File: config.mk
export PLATFORM = sky130hd
export DESIGN_NAME = tsd_div_cell
export DESIGN_NICKNAME = d
export VERILOG_FILES = /design/src/rtl/tsd_pkg.sv /design/src/rtl/tsd_div_cell.sv
export SDC_FILE = /design/constraint.sdc
export NUM_CORES = 1
export LEC_CHECK = 0
export BUFFER_PORTS_ARGS = -buffer_cell sky130_fd_sc_hd__buf_2
export CAP_MARGIN = 15
export CORE_UTILIZATION = 47
export CTS_CLUSTER_DIAMETER = 30
export DETAILED_ROUTE_END_ITERATION = 10
export GPL_ROUTABILITY_DRIVEN = 0
export PLACE_DENSITY = 0.69
export SYNTH_ARGS = -nofsm -noshare
export SYNTH_HDL_FRONTEND = slang
export SYNTH_SLANG_ARGS = --single-unit
File: constraint.sdc
create_clock -name clk -period 15.82 [get_ports clk]
set_input_delay 3.164 -clock clk [delete_from_list [all_inputs] [get_ports clk]]
set_output_delay 3.164 -clock clk [all_outputs]
set_load 0.01 [all_outputs]
File: src/rtl/tsd_pkg.sv
// ----------------------------------------------------------------------------
// tsd_pkg
// Shared types, constants and the arctangent table for the slant delay unit.
// ----------------------------------------------------------------------------
`timescale 1ns / 1ps
`default_nettype none
package tsd_pkg;

  localparam int SQRT_STEPS    = 26;
  localparam int CORDIC_STAGES = 24;
  localparam int DIV_STEPS     = 22;
  // squares, sum, root steps, fold, rotations, divide setup, divide steps,
  // mapping, products, output
  localparam int LATENCY = 2 + SQRT_STEPS + 1 + CORDIC_STAGES + 1 + DIV_STEPS + 3;

  localparam logic [25:0] HALF_PI_Q24 = 26'd26353589;
  localparam logic [25:0] PI_Q24      = 26'd52707179;
  localparam logic [33:0] GAIN_Q30    = 34'd652032874;
  localparam logic [21:0] MAP_MAX     = 22'h3FFFFF;
  localparam logic [23:0] DELAY_MAX   = 24'hFFFFFF;
  localparam logic [33:0] SAT_LIMIT   = 34'd16777216;
  localparam logic [46:0] DIV_NUM     = 47'h400000000000;

  localparam logic [1:0] REG_DRY_ZD  = 2'd0;
  localparam logic [1:0] REG_WET_ZD  = 2'd1;
  localparam logic [1:0] REG_DRY_OFF = 2'd2;
  localparam logic [1:0] REG_WET_OFF = 2'd3;

  typedef struct packed {
    logic [52:0] rem;
    logic [25:0] root;
  } sqrt_lane_t;

  typedef struct packed {
    logic [33:0] x;
    logic [33:0] y;
    logic [33:0] z;
  } cordic_lane_t;

  typedef struct packed {
    logic [31:0] s;
    logic [46:0] rem;
    logic [21:0] q;
    logic        sat;
  } div_lane_t;

  function automatic logic [33:0] atan_q30(input logic [4:0] i);
    logic [33:0] a;
    case (i)
      5'd0:  a = 34'h3243F6A8;
      5'd1:  a = 34'h1DAC6705;
      5'd2:  a = 34'h0FADBAFC;
      5'd3:  a = 34'h07F56EA6;
      5'd4:  a = 34'h03FEAB76;
      5'd5:  a = 34'h01FFD55B;
      5'd6:  a = 34'h00FFFAAA;
      5'd7:  a = 34'h007FFF55;
      5'd8:  a = 34'h003FFFEA;
      5'd9:  a = 34'h001FFFFD;
      5'd10: a = 34'h000FFFFF;
      5'd11: a = 34'h0007FFFF;
      5'd12: a = 34'h0003FFFF;
      5'd13: a = 34'h0001FFFF;
      5'd14: a = 34'h0000FFFF;
      5'd15: a = 34'h00007FFF;
      5'd16: a = 34'h00003FFF;
      5'd17: a = 34'h00001FFF;
      5'd18: a = 34'h00000FFF;
      5'd19: a = 34'h000007FF;
      5'd20: a = 34'h000003FF;
      5'd21: a = 34'h000001FF;
      5'd22: a = 34'h000000FF;
      5'd23: a = 34'h0000007F;
      5'd24: a = 34'h0000003F;
      5'd25: a = 34'h0000001F;
      5'd26: a = 34'h0000000F;
      5'd27: a = 34'h00000008;
      5'd28: a = 34'h00000004;
      5'd29: a = 34'h00000002;
      5'd30: a = 34'h00000001;
      default: a = 34'h0;
    endcase
    return a;
  endfunction

endpackage
`default_nettype wire

File: src/rtl/tsd_div_cell.sv
// ----------------------------------------------------------------------------
// tsd_div_cell
// One quotient bit of the restoring reciprocal divide, registered.
// ----------------------------------------------------------------------------
`timescale 1ns / 1ps
`default_nettype none
module tsd_div_cell (
  input  wire logic               clk,
  input  wire logic               en,
  input  wire logic [4:0]         k,
  input  wire tsd_pkg::div_lane_t d_in,
  output tsd_pkg::div_lane_t      d_out
);
  logic [53:0]        dsh;
  logic [53:0]        remx;
  logic [53:0]        diff;
  tsd_pkg::div_lane_t lane_nxt;

  always_comb begin
    dsh  = {22'b0, d_in.s} << k;
    remx = {7'b0, d_in.rem};
    diff = remx - dsh;
    lane_nxt = d_in;
    if (remx >= dsh) begin
      lane_nxt.rem = diff[46:0];
      lane_nxt.q   = d_in.q | (22'd1 << k);
    end
  end

  always_ff @(posedge clk) begin
    if (en) begin
      d_out <= lane_nxt;
    end
  end
endmodule
`default_nettype wire

==> results.py <==
metrics = {
    "worst_setup_path": {
        "crit_type": "input port to register",
        "endpoint_kind": "register",
        "start_kind": "input port",
        "critical_path_required_ns": 15.93,
        "crit_arrival_ns": 8.85,
        "crit_buf_inv": 2,
        "crit_family": "compound AO/OA/AOI/OAI gates",
        "path_cells": "buf_2, mux2_2, o21ai_0, o22ai_1, o21ai_0, nand2b_1, ha_1, a21oi_2, o211ai_1, or3_1, o22a_1, nor3_1, nor2_2, a21oi_2, a211o_4, buf_4, mux2_4",
        "cpPeakStageDelay_ns": 0.71,
        "path_max_fanout": 42,
        "crit_slowest_cell": "buf_2",
    },
    "run": {
        "drv_cap": 0,
    },
    "sta": {
        "finalWorstSetupSlack_ns": 7.085,
        "slew_viol_final": 0,
        "finalHoldViolCount": 0,
        "setup_viol": 0,
        "min_period_over_period_pct": 55.22,
        "rsz0062_at_grt": "no",
        "min_period_ns": 8.735,
        "holdWs_ns": 2.979,
        "tightest_slew_ns": 1.036,
        "fmaxAchievable_ghz": 0.1145,
        "tns_ns": 0,
        "maxSlewHeadroom_pct": 30.88,
    },
    "cells_and_area": {
        "top_regs": "d_out (102)",
        "fin_nets": 1289,
        "areaGrowthSynthToFinish_pct": 14.89,
        "regArea_um2": 3063,
        "num-fill-cells": 1743,
        "diodes": 0,
        "largest_register": "d_out",
        "fin_area_um2": 10450,
        "multi_input_area_um2": 5600,
        "largest_reg_flops": 102,
        "drive_gt1_share_pct": 28.37,
    },
    "synth": {
        "synthMuxAreaShare_pct": 14.86,
        "seq_area_frac_synth_pct": 33.68,
        "ys_top_cells_by_count": "nand2_1 (135), edfxtp_1 (102), nor2_1 (94), a21oi_1 (81), o21ai_0 (51)",
        "syn_nets": 1118,
        "synth_area_um2": 9095,
        "synth-compound-area-share_pct": 20.03,
        "yosys.area.top_type": "edfxtp_1",
        "synth_top_area_share_pct": 33.68,
        "synth_edf_count": 102,
        "synth_cell_types": 70,
        "synth.area.top_cells": "edfxtp_1 (34%), mux2_4 (7.3%), ha_1 (6.7%), nand2_1 (5.6%), a21oi_1 (4.5%)",
        "yosys_warnings": 0,
        "synth_top_family_by_area": "compound AO/OA/AOI/OAI gates",
        "synth_xor_area_share_pct": 3.852,
        "ys_ff_latch": 102,
        "ys.flop_type": "edfxtp_1",
        "avgSynthCellArea_um2": 9.484,
        "synthMostInstantiatedCell": "nand2_1",
        "synthArstFlopShare_pct": 0,
        "synth_fa_ha_area_share_pct": 6.961,
        "syn_inst": 959,
        "yosys.area_share.simple_pct": 15.78,
    },
    "global_route": {
        "grt_pass1_wl_um": 38360,
        "overflow": 0,
        "grt_usage_pct": 24.77,
        "first_global_vias": 7315,
        "grt_antenna_before_repair": 0,
        "grtUsageMet1_pct": 34.33,
        "top_usage_layer": "met2",
        "use_met3_pct": 4.076,
        "grt_start_max_net_pins": 56,
        "use_met2_pct": 39.27,
    },
    "floorplanning": {
        "fp-row-count": 50,
        "dieArea_um2": 19910,
        "core_um2": 18830,
        "die-width_um": 141.1,
        "die_y_um": 141.1,
        "start_util_pct": 48.30,
        "ioPinCount": 211,
    },
    "power": {
        "p_per_area_nw_per_um2": 92.98,
        "leakagePower_uw": 0.004501,
        "power_uw": 971.5,
        "max-vdd-ir-drop_uv": 51.74,
    },
    "drt": {
        "drc": 0,
        "wl_um": 25240,
        "drt_iter0_markers": 698,
        "wl_per_cell_um": 18.09,
        "drtPass1Iterations": 5,
        "antenna_left": 0,
        "vias_per_cell": 5.789,
        "route.vias.total": 8076,
    },
    "place": {
        "dpl.hpwl_um": 19600,
        "port_buffers": 210,
        "dp_slack_ns": 6.824,
        "placed_cell_area_um2": 10150,
    },
    "clock_tree": {
        "htreeDepth": 3,
        "cts.sinks": 102,
        "numCtsBuffers": 9,
        "cts_tree": "built",
        "hold_buffers": 0,
        "cts_resized": 0,
        "cts_setup_buffers": 0,
        "clockBufferDepth": 2,
        "path_clk_slew_ns": 0.07,
        "root_buffer": "clkbuf_16",
    },
    "status": {
        "status": "finished, final reports clean",
    },
    "min_path": {
        "min_path_type": "input port to register",
    },
}
-- layout make-up --
cell class | instances | share of cell area (%)
Multi-Input combinational cell | 780 | 53.60
Timing Repair Buffer | 213 | 10.30
Sequential cell | 102 | 29.31
Clock buffer | 9 | 2.155
Inverter | 24 | 0.8622
Clock inverter | 7 | 0.6586
Tap cell | 260 | 3.113
-- per-stage QoR --
stage          util (%)  cells
2_1_floorplan         -    959
3_3_place_gp      53.93   1379
3_5_place_dp      53.93   1379
4_1_cts           55.49   1395
5_1_grt           55.49   1395
6_report          55.49   1395
-- per-layer routing --
metal | vias to the layer above | wire length, um | share of wire (%)
met1 | 3824 | 11520 | 46
met4 | 0 | 560 | 2.2
met5 | - | 0 | 0
li1 | 3880 | - | -
met3 | 37 | 1645 | 6.5
met2 | 335 | 11520 | 46
-- power by group --
part           leakage, uW  internal, uW  total [uW]  switching [uW]
sequential        0.000998           335         343            7.57
clock             0.000137           110         220             110
combinational      0.00337           174         409             235
-- layout by cell type (no fill, tap or decap), types with 11 or more instances in the layout --
cell and n:
edfxtp_1 102, nor2b_1 12, nand2_1 135, a21oi_1 81
mux2i_1 35, xnor2_1 33, nand3_1 18, o21ai_0 51
nor2_1 94, a21o_1 20, buf_2 209, a31oi_1 11
inv_1 23, nor3_1 22, mux2_4 44, ha_1 49
mux2_2 11
-- cell families after synthesis --
logic type	Yosys count
xor+xnor	40
fa+ha+maj	50
simple gates	326
flops	102
compound gates	263
mux	101
buf+inv	77
-- final timing paths --
check | slack [ns] | cells after the start | to | startpoint
hold / removal | 2.98 | 1 | d_out[0] | d_in[0]
setup / recovery | 7.08 | 17 | d_out[30] | k[0]
Power figures use the tool's default switching activity.
