`config.mk`:
```
export PLATFORM = sky130hd
export DESIGN_NAME = tsd_cordic_cell
export DESIGN_NICKNAME = d
export VERILOG_FILES = /design/src/rtl/tsd_pkg.sv /design/src/rtl/tsd_cordic_cell.sv
export SDC_FILE = /design/constraint.sdc
export NUM_CORES = 1
export LEC_CHECK = 0
export BUFFER_PORTS_ARGS = -buffer_cell sky130_fd_sc_hd__buf_2
export CORE_UTILIZATION = 46
export DETAILED_ROUTE_END_ITERATION = 8
export GPL_TIMING_DRIVEN = 0
export PLACE_DENSITY_LB_ADDON = 0.1
export SLEW_MARGIN = 0
export SYNTH_ARGS = -nofsm -noshare
export SYNTH_HDL_FRONTEND = slang
export SYNTH_SLANG_ARGS = --single-unit
```
`constraint.sdc`:
```
create_clock -name clk -period 7.35 [get_ports clk]
set_input_delay 1.1025 -clock clk [delete_from_list [all_inputs] [get_ports clk]]
set_output_delay 1.1025 -clock clk [all_outputs]
set_load 0.03 [all_outputs]
```
`src/rtl/tsd_pkg.sv`:
```
// ----------------------------------------------------------------------------
// tsd_pkg
// Shared types, constants and the arctangent table for the slant delay unit.
// ----------------------------------------------------------------------------
`timescale 1ns / 1ps
`default_nettype none
package tsd_pkg;

  localparam int SQRT_STEPS    = 26;
  localparam int CORDIC_STAGES = 24;
  localparam int DIV_STEPS     = 22;
  // squares, sum, root steps, fold, rotations, divide setup, divide steps,
  // mapping, products, output
  localparam int LATENCY = 2 + SQRT_STEPS + 1 + CORDIC_STAGES + 1 + DIV_STEPS + 3;

  localparam logic [25:0] HALF_PI_Q24 = 26'd26353589;
  localparam logic [25:0] PI_Q24      = 26'd52707179;
  localparam logic [33:0] GAIN_Q30    = 34'd652032874;
  localparam logic [21:0] MAP_MAX     = 22'h3FFFFF;
  localparam logic [23:0] DELAY_MAX   = 24'hFFFFFF;
  localparam logic [33:0] SAT_LIMIT   = 34'd16777216;
  localparam logic [46:0] DIV_NUM     = 47'h400000000000;

  localparam logic [1:0] REG_DRY_ZD  = 2'd0;
  localparam logic [1:0] REG_WET_ZD  = 2'd1;
  localparam logic [1:0] REG_DRY_OFF = 2'd2;
  localparam logic [1:0] REG_WET_OFF = 2'd3;

  typedef struct packed {
    logic [52:0] rem;
    logic [25:0] root;
  } sqrt_lane_t;

  typedef struct packed {
    logic [33:0] x;
    logic [33:0] y;
    logic [33:0] z;
  } cordic_lane_t;

  typedef struct packed {
    logic [31:0] s;
    logic [46:0] rem;
    logic [21:0] q;
    logic        sat;
  } div_lane_t;

  function automatic logic [33:0] atan_q30(input logic [4:0] i);
    logic [33:0] a;
    case (i)
      5'd0:  a = 34'h3243F6A8;
      5'd1:  a = 34'h1DAC6705;
      5'd2:  a = 34'h0FADBAFC;
      5'd3:  a = 34'h07F56EA6;
      5'd4:  a = 34'h03FEAB76;
      5'd5:  a = 34'h01FFD55B;
      5'd6:  a = 34'h00FFFAAA;
      5'd7:  a = 34'h007FFF55;
      5'd8:  a = 34'h003FFFEA;
      5'd9:  a = 34'h001FFFFD;
      5'd10: a = 34'h000FFFFF;
      5'd11: a = 34'h0007FFFF;
      5'd12: a = 34'h0003FFFF;
      5'd13: a = 34'h0001FFFF;
      5'd14: a = 34'h0000FFFF;
      5'd15: a = 34'h00007FFF;
      5'd16: a = 34'h00003FFF;
      5'd17: a = 34'h00001FFF;
      5'd18: a = 34'h00000FFF;
      5'd19: a = 34'h000007FF;
      5'd20: a = 34'h000003FF;
      5'd21: a = 34'h000001FF;
      5'd22: a = 34'h000000FF;
      5'd23: a = 34'h0000007F;
      5'd24: a = 34'h0000003F;
      5'd25: a = 34'h0000001F;
      5'd26: a = 34'h0000000F;
      5'd27: a = 34'h00000008;
      5'd28: a = 34'h00000004;
      5'd29: a = 34'h00000002;
      5'd30: a = 34'h00000001;
      default: a = 34'h0;
    endcase
    return a;
  endfunction

endpackage
`default_nettype wire

```
`src/rtl/tsd_cordic_cell.sv`:
```
// ----------------------------------------------------------------------------
// tsd_cordic_cell
// One rotation-mode micro-rotation, registered.
// ----------------------------------------------------------------------------
`timescale 1ns / 1ps
`default_nettype none
module tsd_cordic_cell (
  input  wire logic                  clk,
  input  wire logic                  en,
  input  wire logic [4:0]            idx,
  input  wire tsd_pkg::cordic_lane_t d_in,
  output tsd_pkg::cordic_lane_t      d_out
);
  logic signed [33:0]    xs, ys;
  tsd_pkg::cordic_lane_t lane_nxt;

  always_comb begin
    xs = $signed(d_in.x) >>> idx;
    ys = $signed(d_in.y) >>> idx;
    if (!d_in.z[33]) begin
      lane_nxt.x = d_in.x - ys;
      lane_nxt.y = d_in.y + xs;
      lane_nxt.z = d_in.z - tsd_pkg::atan_q30(idx);
    end else begin
      lane_nxt.x = d_in.x + ys;
      lane_nxt.y = d_in.y - xs;
      lane_nxt.z = d_in.z + tsd_pkg::atan_q30(idx);
    end
  end

  always_ff @(posedge clk) begin
    if (en) begin
      d_out <= lane_nxt;
    end
  end
endmodule
`default_nettype wire

```
==> out/metrics.yaml <==
drtAntennaViolNets: 0
start_kind: "input pin"
initial_core_util_pct: 46.9
cts-root-buf: "clkbuf_16"
cts_sinks: 102
post_drt_via_cell_ratio: 6.72
areaGrowthSynthToFinish_pct: 13.8
synth_top_cell_by_area: "edfxtp_1"
wl_per_cell_um: 29.5
seqPwrFrac_pct: 25.0
yosysWarnings: 0
peakVddDrop_mv: 0.155
finalCriticalPeriod_ns: 7.18
p_sw_mw: 1.71
p_clk_share_pct: 14.0
core_mm2: 0.0326
tightestPinTransition_ns: 1.30
critPathBufInv: 7
max_freq_mhz: 139
critical-path-max-stage-delay_ns: 0.57
synth_edf_count: 102
syn_area_per_cell_um2: 9.13
drt_iter0_drc: 1778
antenna_cells: 0
wl_met1_um: 29300
slew_violations: 0
timing.max_cap.violations: 0
hold_viol: 0
worstSetupPathType: "in2reg"
path_clk_slew_ns: 0.08
chipHeight_um: 184
routed_wl_um: 69200
internal-power_mw: 1.88
yosys-top-cells-count: "139 x nor2_1, 137 x a21oi_1, 133 x nand2_1"
grt-ovfl-total: 0
cp_data_arrival_time_ns: 7.31
hold_ws_ns: 1.03
slew_headroom_pct: 13.3
drc: 0
cp_max_fo: 10
grt_pass1_wl_um: 99200
grt_pass1_vias: 14755
cts_buffer_depth: 2
antenna_found_initial: 1
finalSetupTns_ns: 0
combinationalPowerShare_pct: 61.0
grt_usage_pct: 40.9
fin_crit_sh_pct: 97.7
cts_tree: "done"
die_w_um: 184
required_ns: 7.48
synth_cell_type_count: 101
status: "complete, no violations"
synth-seq-cells: 102
synth_ff_type: "edfxtp_1"
hpwl_um: 54500
largest_reg_flops: 102
drive_above_1_share_pct: 22.6
largest-register: "d_out"
cellLeakagePower_nw: 7.19
yosys.area.top_type_share_pct: 20.0
wl_met2_um: 28900
fp-row-count: 66
async_flop_share_pct: 0
endpoint_kind: "register"
dr_wl_met3_um: 6980
io_pins: 211
first_pass_iters: 5
synth_area_leaders: "edfxtp_1 20%, ha_1 9.0%, mux4_2 7.7%, xnor2_1 5.8%, a21oi_1 4.5%"
die-area_mm2: 0.0340
setup_viol: 0
critical-path-top-delay-family: "buffers and inverters"
hold_path.class: "in2reg"
final_nets: 2118
reg.largest.list: "d_out (102)"
gp_congestion: 1.04
slowest_stage: "clkbuf_1"
portBuffers: 208
switching_share_pct: 47.7
vias: 15752
grt_max_degree: 66
synth.most_common_cell: "nor2_1"
syn_nets: 1896
syn_area_mm2: 0.0153
cts_made_buffers: 9
top_layer: "met5"
ctsHtreeMaxLevel: 3
synthCells: 1674
holdBufCountCts: 0
power.density_mw_per_mm2: 206
n_fill_cell: 2999
seq_area_frac_synth_pct: 20.0
-- cell type report --
cell class                      instances  area, µm²  share of cell area (%)
Buffer                                 85        673                    3.87
Clock buffer                            9        225                    1.30
Clock inverter                          7       60.1                   0.345
Inverter                               44        166                   0.957
Multi-Input combinational cell       1443      11600                    66.5
Sequential cell                       102       3060                    17.6
Tap cell                              442        553                    3.18
Timing Repair Buffer                  211       1090                    6.25
-- placed cells by master, fill, tap and decap left out, drive strengths merged, types with 11 or more instances in the layout --
cell type,Yosys,layout
o21a,19,19
edfxtp,102,102
mux2i,55,55
ha,110,110
nand2,134,134
a21o,42,42
clkbuf,40,51
o211ai,22,22
xor2,69,69
nand2b,16,16
o22ai,12,12
a31oi,44,44
mux2,41,41
nor2,139,139
mux4,70,70
a21oi,137,137
inv,42,43
xnor2,102,102
a22oi,13,13
buf,45,254
nor2b,21,21
and3,17,17
nor3,33,33
o21ai,78,78
o21bai,18,18
nand4,16,16
and2,20,20
nand3,38,38
a211oi,19,19
or2,11,11
-- metal layers --
metal | vias to the layer above | global-route usage (%)
met3 | 194 | 9.60
met4 | 2 | 23.0
met5 | - | 0
met1 | 7663 | 54.7
li1 | 6910 | -
met2 | 983 | 60.2
-- power by group through the flow --
| stage | Combinational [mW] | Sequential [mW] | Clock, mW |
|---|---|---|---|
| 6_report | 2.19 | 0.899 | 0.501 |
| 5_1_grt | 2.33 | 0.918 | 0.520 |
| 2_1_floorplan | 1.18 | 1.24 | 0 |
| 4_1_cts | 2.12 | 0.900 | 0.508 |
| 3_5_place_dp | 2.11 | 0.911 | 0 |
| 3_3_place_gp | 2.07 | 0.910 | 0 |
-- cells by family (layout without fill, tap and decap cells) --
group / Yosys count / after routing / share of synthesized area (%)
adder cells (fa/ha/maj): 113 / 113 / 9.40
AO/OA/AOI/OAI: 503 / 503 / 22.1
buffers and inverters: 129 / 356 / 5.28
AND/OR/NAND/NOR: 490 / 490 / 15.9
flip-flops: 102 / 102 / 20.0
XOR/XNOR: 171 / 171 / 9.80
multiplexers: 166 / 166 / 17.4
-- final timing paths --
check | startpoint | to | slack [ns] | depth (start not counted)
max | idx[1] | d_out[67]$_DFFE_PP_ | 0.17 | 25
min | d_in[0] | d_out[0]$_DFFE_PP_ | 1.03 | 2
-- per-stage QoR --
stage | setup WS [ns] | utilization [%] | area (µm²) | std cells | power (mW)
2_1_floorplan | 0.894 | - | 15300 | 1674 | 2.42
3_3_place_gp | -1.27 | 51.7 | 16900 | 2324 | 2.98
3_5_place_dp | -1.23 | 51.8 | 16900 | 2325 | 3.02
4_1_cts | 0.0132 | 52.8 | 17200 | 2341 | 3.53
5_1_grt | -0.0259 | 53.3 | 17400 | 2343 | 3.77
6_report | 0.166 | 53.3 | 17400 | 2343 | 3.59
-- timing repair --
| action | 4_1_cts | 5_1_grt |
|---|---|---|
| setup buffers | 0 | 2 |
| setup endpoints to repair | 36 | 26 |
| resized for setup | 13 | 33 |
| pin swaps | 0 | 3 |
(Power assumes the default switching activity.)
