--- config.mk ---
export PLATFORM = sky130hd
export DESIGN_NAME = tsd_sqrt_cell
export DESIGN_NICKNAME = d
export VERILOG_FILES = /design/src/rtl/tsd_pkg.sv /design/src/rtl/tsd_sqrt_cell.sv
export SDC_FILE = /design/constraint.sdc
export NUM_CORES = 1
export LEC_CHECK = 0
export BUFFER_PORTS_ARGS = -buffer_cell sky130_fd_sc_hd__buf_2
export CAP_MARGIN = 20
export CORE_MARGIN = 10
export CORE_UTILIZATION = 40
export DETAILED_ROUTE_END_ITERATION = 8
export GPL_TIMING_DRIVEN = 0
export PLACE_DENSITY_LB_ADDON = 0.3
export SLEW_MARGIN = 15
export SYNTH_ARGS = -nofsm -noshare
export SYNTH_HDL_FRONTEND = slang
export SYNTH_SLANG_ARGS = --single-unit
--- constraint.sdc ---
create_clock -name clk -period 7.8 [get_ports clk]
set_input_delay 0.39 -clock clk [delete_from_list [all_inputs] [get_ports clk]]
set_output_delay 0.39 -clock clk [all_outputs]
set_load 0.02 [all_outputs]
--- src/rtl/tsd_pkg.sv ---
// ----------------------------------------------------------------------------
// tsd_pkg
// Shared types, constants and the arctangent table for the slant delay unit.
// ----------------------------------------------------------------------------
`timescale 1ns / 1ps
`default_nettype none
package tsd_pkg;

  localparam int SQRT_STEPS    = 26;
  localparam int CORDIC_STAGES = 24;
  localparam int DIV_STEPS     = 22;
  // squares, sum, root steps, fold, rotations, divide setup, divide steps,
  // mapping, products, output
  localparam int LATENCY = 2 + SQRT_STEPS + 1 + CORDIC_STAGES + 1 + DIV_STEPS + 3;

  localparam logic [25:0] HALF_PI_Q24 = 26'd26353589;
  localparam logic [25:0] PI_Q24      = 26'd52707179;
  localparam logic [33:0] GAIN_Q30    = 34'd652032874;
  localparam logic [21:0] MAP_MAX     = 22'h3FFFFF;
  localparam logic [23:0] DELAY_MAX   = 24'hFFFFFF;
  localparam logic [33:0] SAT_LIMIT   = 34'd16777216;
  localparam logic [46:0] DIV_NUM     = 47'h400000000000;

  localparam logic [1:0] REG_DRY_ZD  = 2'd0;
  localparam logic [1:0] REG_WET_ZD  = 2'd1;
  localparam logic [1:0] REG_DRY_OFF = 2'd2;
  localparam logic [1:0] REG_WET_OFF = 2'd3;

  typedef struct packed {
    logic [52:0] rem;
    logic [25:0] root;
  } sqrt_lane_t;

  typedef struct packed {
    logic [33:0] x;
    logic [33:0] y;
    logic [33:0] z;
  } cordic_lane_t;

  typedef struct packed {
    logic [31:0] s;
    logic [46:0] rem;
    logic [21:0] q;
    logic        sat;
  } div_lane_t;

  function automatic logic [33:0] atan_q30(input logic [4:0] i);
    logic [33:0] a;
    case (i)
      5'd0:  a = 34'h3243F6A8;
      5'd1:  a = 34'h1DAC6705;
      5'd2:  a = 34'h0FADBAFC;
      5'd3:  a = 34'h07F56EA6;
      5'd4:  a = 34'h03FEAB76;
      5'd5:  a = 34'h01FFD55B;
      5'd6:  a = 34'h00FFFAAA;
      5'd7:  a = 34'h007FFF55;
      5'd8:  a = 34'h003FFFEA;
      5'd9:  a = 34'h001FFFFD;
      5'd10: a = 34'h000FFFFF;
      5'd11: a = 34'h0007FFFF;
      5'd12: a = 34'h0003FFFF;
      5'd13: a = 34'h0001FFFF;
      5'd14: a = 34'h0000FFFF;
      5'd15: a = 34'h00007FFF;
      5'd16: a = 34'h00003FFF;
      5'd17: a = 34'h00001FFF;
      5'd18: a = 34'h00000FFF;
      5'd19: a = 34'h000007FF;
      5'd20: a = 34'h000003FF;
      5'd21: a = 34'h000001FF;
      5'd22: a = 34'h000000FF;
      5'd23: a = 34'h0000007F;
      5'd24: a = 34'h0000003F;
      5'd25: a = 34'h0000001F;
      5'd26: a = 34'h0000000F;
      5'd27: a = 34'h00000008;
      5'd28: a = 34'h00000004;
      5'd29: a = 34'h00000002;
      5'd30: a = 34'h00000001;
      default: a = 34'h0;
    endcase
    return a;
  endfunction

endpackage
`default_nettype wire

--- src/rtl/tsd_sqrt_cell.sv ---
// ----------------------------------------------------------------------------
// tsd_sqrt_cell
// One bit of the exact integer square root, registered.
// ----------------------------------------------------------------------------
`timescale 1ns / 1ps
`default_nettype none
module tsd_sqrt_cell (
  input  wire logic                clk,
  input  wire logic                en,
  input  wire logic [4:0]          k,
  input  wire tsd_pkg::sqrt_lane_t d_in,
  output tsd_pkg::sqrt_lane_t      d_out
);
  logic [52:0]         term;
  tsd_pkg::sqrt_lane_t lane_nxt;

  always_comb begin
    // (root + 2^k)^2 - root^2
    term = ({27'b0, d_in.root} << ({1'b0, k} + 6'd1)) | (53'd1 << {k, 1'b0});
    lane_nxt = d_in;
    if (d_in.rem >= term) begin
      lane_nxt.rem  = d_in.rem - term;
      lane_nxt.root = d_in.root | (26'd1 << k);
    end
  end

  always_ff @(posedge clk) begin
    if (en) begin
      d_out <= lane_nxt;
    end
  end
endmodule
`default_nettype wire

==> results of run 1 <==
-- kinds of logic after synthesis --
logic type / after synthesis
AOI/OAI and AO/OA: 298
xor gates and xnor gates: 49
adders and majority gates: 60
buffers and inverters: 81
DFF: 79
muxes: 100
and+or+nand+nor: 276
-- through the flow --
stage / power, mW / utilization (%) / hold WS (ps) / area [µm²]
2_1_floorplan: 1.42 / - / 502 / 8550
3_3_place_gp: 1.73 / 46.2 / 701 / 9710
3_5_place_dp: 1.74 / 46.3 / 699 / 9730
4_1_cts: 2.22 / 47.8 / 338 / 10100
5_1_grt: 2.36 / 47.8 / 344 / 10100
6_report: 2.22 / 47.8 / 349 / 10100
-- cell type report --
type                            count  share of cell area, %
Antenna cell                        1                 0.0249
Clock inverter                      7                  0.971
Sequential cell                    79                   23.6
Tap cell                          275                   3.42
Multi-Input combinational cell    783                   57.8
Buffer                             59                   2.82
Clock buffer                        9                   2.24
Inverter                           22                  0.821
Timing Repair Buffer              163                   8.29
-- routing by layer --
layer / track usage (%) / up-vias
li1: - / 3956
met1: 28.1 / 3920
met2: 31.5 / 391
met3: 5.51 / 69
met4: 8.51 / 0
met5: 0 / -
-- worst paths after layout --
kind | cells after the start | slack (ps) | startpoint | end
max | 24 | 450 | k[0] | d_out[77]$_DFFE_PP_
min | 2 | 350 | d_in[72] | d_out[72]$_DFFE_PP_
-- power by group --
part           internal (mW)  switching [mW]
clock                  0.280           0.187
sequential             0.574          0.0161
combinational          0.446           0.717
-- placed cells by master, fill, tap and decap left out, types with 19 or more instances in the layout --
cell type / netlist / routed
a21o_1: 22 / 22
a21oi_1: 77 / 77
buf_2: 8 / 169
clkbuf_1: 41 / 41
edfxtp_1: 79 / 79
ha_1: 59 / 59
inv_1: 21 / 21
mux2_1: 50 / 50
mux2i_1: 26 / 26
nand2_1: 119 / 119
nor2_1: 53 / 53
o21ai_0: 47 / 47
o21bai_1: 22 / 22
xnor2_1: 30 / 30
xor2_1: 19 / 19
==> metrics, run 1 <==
outcome=complete, no violations; HPWL Detailed=approximately 24,000 µm; post-CTS sizing=0; Worst Setup Start Kind=input pin; fin nets=around 1.3k; Main synth FF type=edfxtp_1; most frequent cell after synthesis=nand2_1; Max Fclk=about 0.14 GHz; Clk pin slew, worst setup/hold paths=about 60 ps; VDD IR-drop max=roughly 0.094 mV; Setup violations, final=0; Largest regs=d_out x79; largest family of logic cells by synthesized area=compound AO/OA/AOI/OAI gates; Final min period=between 7000 and 8000 ps; pre-CTS WS=263 ps; Power per Cell Area=roughly 220 mW/mm²; Top reg by flops=d_out; global-route wire length before repair=about 47,000 µm; die span in x=between 150 and 200 µm; fraction of layout cells with a size suffix above 1=21.1%; Sink Count=just under 80; crit-path cells=buf_2 -> clkbuf_1 -> buf_1 -> inv_1 -> ha_1 -> buf_2 -> buf_1 -> clkbuf_1 -> mux4_2 -> mux2i_1 -> mux2i_1 -> nand2_1 -> nand2_1 -> a22oi_1 -> ha_1 -> clkbuf_1 -> and2_1 -> nand3_1 -> nor4_1 -> a311oi_2 -> a21bo_1 -> buf_6 -> buf_2 -> mux2_1; CP arrival=~7400 ps; H-tree depth=3; First-pass DRT Iterations=9; Initial Util=40.7%; routed vias=around 8.3k; gpl congestion=1.02; total negative slack=0 ps; max-cap viol count=0; drt first-iter violations=779; XOR/XNOR share of the synthesized area=between 5 and 6%; top sig layer=met4; fin. max-slew vios=0; Ys Warns=0; met2 WL=roughly 13,000 µm; Cell Count, Final, Fillers Out=1,398; area leader, netlist=edfxtp_1; largest net degree at the start of global routing=42; max incr delay on CP=between 700 and 800 ps; Hold WC Path Type=in -> reg; Worst-Margin Slew=841 ps; register area=between 0.002 and 0.0025 mm²; All-Layer GR Usage=between 20% and 30%; mean cell area of the mapped netlist=between 9 and 10 µm²; site row count=between 50 and 60; post-synthesis cell count=around 940; Avg WL per Cell=21.7 µm; Setup Fix Bufs, Post-CTS=0; M1 wire length=13,600 µm; Required @ worst endpoint=7890 ps; critical path type=in -> reg; Worst Slack Setup Final=455 ps; final worst path period share=a little over nine tenths; Cell Area, Synth=between 0.008 and 0.009 mm²; number of global-route vias before repair=about 8.2k; Final Hold Vio Count=0; CTS tree=yes; initial antenna violation count=1; P_leak=4.06 nW; Async SR Flop Fraction=0%; met3 WL=around 2600 µm; max reg flops=around 80; mux cell area share after synthesis=approximately 15%; Commonest cells post-synth=nand2_1, edfxtp_1, a21oi_1; Max clock buf depth=2; fillers=between 2k and 2.5k; GRT overflow=0; DRC violations left=0; area of the die=about 0.028 mm²; library cells used by synthesis=79; synthesized-area fraction occupied by and/or/nand/nor cells=about 15%; cell count after placement=~1.4k; endpoint class of the critical path=flop; RSZ-0062 raised after global routing=no; multi-input gate area in the final layout=between 0.005 and 0.006 mm²; area delta synth->final=17.6%; Slew headroom=43.4%; Final ANT Viol Nets=0; number of flops mapped to enable cells by yosys=a little under 80; syn_nets=1,089; I/O Buffers=162; compound-gate portion of the synthesized area=24.0%; Synth Register Bits=approximately 80; core region area=~0.021 mm²; # IOs=roughly 170; # hold bufs at CTS=0; final WL=between 30,000 and 40,000 µm; Num CTS Buffers=9; Die Y=about 170 µm; proportion of netlist area held by the largest area contributor=27.7%; CTS root buffer=clkbuf_16; vias per inst=5.96; maximum fanout along the worst path=10; largest cells by area after synthesis=edfxtp_1, ha_1, mux2_1, nand2_1, a21oi_1; Synth Area in Adders=roughly 8.9%; WP buf/inv=10; cell family with most CP delay=buffers and inverters; Worst path slowest cell=nor4_1; register area share after synthesis=around 28%
Power figures use the tool's default switching activity.
==> inputs of run 2 (changes only) <==
- BUFFER_PORTS_ARGS: -buffer_cell sky130_fd_sc_hd__buf_2 -> not set
- DONT_BUFFER_PORTS: not set -> 1
- GPL_ROUTABILITY_DRIVEN: not set -> 0
==> run 2 against run 1 <==
Effect of this change: utilization shrank 4.0 points; non-clock buffer count shrank 163; global-route usage shrank 1.0 points; maximum frequency grew 3.7%; wire length shrank 3.0%; cell count shrank 12%; die area is the same; combinational power shrank 19%; total power shrank 5.7%; sequential power grew 21%; first-iteration DRC count grew 25%; hold slack lost 190 ps; critical path type unchanged; highest routed layer unchanged.
==> metrics, run 2 (synthesized netlist as in run 1, its figures left out) <==
Worst path slowest cell=a21boi_2; internal cell power=1.22 mW; Num CTS Buffers=9; vias per inst=about 6.3; core region area=about 0.021 mm²; Required @ worst endpoint=~7900 ps; commonest non-fill, non-tap cells in the layout=nand2_1, edfxtp_1, a21oi_1; largest net degree at the start of global routing=80; All-Layer GR Usage=between 20% and 30%; sw frac=around two fifths; Max clock buf depth=2; Final min period=~7100 ps; Comb power frac=44.9%; register area=0.00237 mm²; total negative slack=0 ps; CP arrival=slightly above 7000 ps; GRT busiest layer=met2; global-route wire length before repair=43,900 µm; max incr delay on CP=600 ps; # hold bufs at CTS=0; maximum fanout along the worst path=10; VDD IR-drop max=between 0.09 and 0.1 mV; area of the die=between 0.02 and 0.03 mm²; die span in x=between 150 and 200 µm; max reg flops=between 70 and 80; fraction of layout cells with a size suffix above 1=7.72%; Hold WC Path Type=in -> reg; number of global-route vias before repair=approximately 7.3k; site row count=53; Clk pin slew, worst setup/hold paths=about 70 ps; RSZ-0062 raised after global routing=no; Largest regs=d_out x79; # IOs=around 170; initial antenna violation count=0; DRC violations left=0; multi-input gate area in the final layout=between 0.005 and 0.006 mm²; Power per Cell Area=227 mW/mm²; Max Fclk=around 0.14 GHz; fin nets=~1.1k; post-CTS sizing=0; critical path type=in -> reg; Final Hold Vio Count=0; GRT overflow=0; crit-path cells=clkbuf_1 -> buf_1 -> inv_1 -> ha_1 -> buf_2 -> buf_1 -> buf_2 -> mux4_2 -> mux2i_1 -> nor2_1 -> a21oi_1 -> o22ai_1 -> a21oi_1 -> ha_1 -> buf_2 -> a21o_1 -> a21o_1 -> a21oi_2 -> o21ai_1 -> a21oi_1 -> nor2b_1 -> a311oi_2 -> a21boi_2 -> mux2_1; final WL=a little under 30,000 µm; CTS root buffer=clkbuf_16; Initial Util=~41%; final worst path period share=90.8%; Clock Power Share=between 20% and 30%; met3 Usage GRT=under 10%; max-cap viol count=0; Sink Count=79; CTS tree=yes; First-pass DRT Iterations=6; P_leak=approximately 3.4 nW; Final ANT Viol Nets=0; Worst-Margin Slew=784 ps; HPWL Detailed=about 23,000 µm; fillers=around 2.1k; area delta synth->final=7.62%; Psw=878 µW; Setup violations, final=0; H-tree depth=3; Setup Fix Bufs, Post-CTS=0; fin. max-slew vios=0; Worst Setup Start Kind=input pin; I/O Buffers=0; routed vias=7,829; Avg WL per Cell=23.8 µm; cell count after placement=between 1k and 1.5k; met2 usage=approximately 30%; Cell Count, Final, Fillers Out=around 1.2k; Top reg by flops=d_out; met1 Use GR=approximately 25%; sequential share of power=34.0%; Die Y=166 µm; diode count=0; outcome=complete, no violations; endpoint class of the critical path=flop; drt first-iter violations=970; Slew headroom=around 48%; most common cell after layout, fill and taps aside=nand2_1
run 2: changes by cell type in the layout (fill, tap and decap cells not counted):
cell,change
diode_2,-1
inv_6,+1
clkinvlp_4,-5
buf_2,-161
clkinv_4,+5
bufinv_16,-1
buf_12,-1
buf_4,-1
run 2: layer usage:
metal | vias up | share of wire [%]
met4 | 0 | 2.8
met1 | 3690 | 41
met2 | 449 | 44
li1 | 3625 | -
met3 | 65 | 13
met5 | - | 0
run 2: cell type report:
cell class / count / area share (%)
multi-input combinational: 783 / 63.2
inverter: 22 / 0.897
sequential: 79 / 25.8
clock inverter: 7 / 0.897
buffer: 59 / 3.09
tap: 275 / 3.74
clock buffer: 9 / 2.45
run 2: power groups by stage:
stage	clock network (mW)	registers [mW]	logic, mW
3_5_place_dp	0	0.726	0.912
2_1_floorplan	0	0.705	0.712
4_1_cts	0.451	0.718	0.922
6_report	0.442	0.711	0.940
3_3_place_gp	0	0.727	0.907
5_1_grt	0.471	0.723	1.03
run 2: worst paths after layout:
kind	to	start	slack, ps	cells after the start
worst max-delay path	d_out[27]$_DFFE_PP_	k[0]	720	24
worst min-delay path	d_out[53]$_DFFE_PP_	en	160	0
run 2: stage by stage:
stage | utilization (%) | worst slack, ps | instance area (µm²) | hold slack, ps | total power, mW
final | 43.8 | 715 | 9210 | 164 | 2.09
after global routing | 43.8 | 264 | 9210 | 148 | 2.22
after CTS | 43.8 | 846 | 9210 | 154 | 2.09
after detailed placement | 42.3 | 505 | 8900 | 521 | 1.64
after global placement | 42.3 | 513 | 8900 | 521 | 1.63
after floorplan | - | 1900 | 8550 | 502 | 1.42
run 2: critical path, delay by kind of cell:
kind,cells,cell delay [ps]
compound gates,10,2560
mux,3,1110
buf+inv,7,2370
simple gates,2,160
fa+ha+maj,2,610
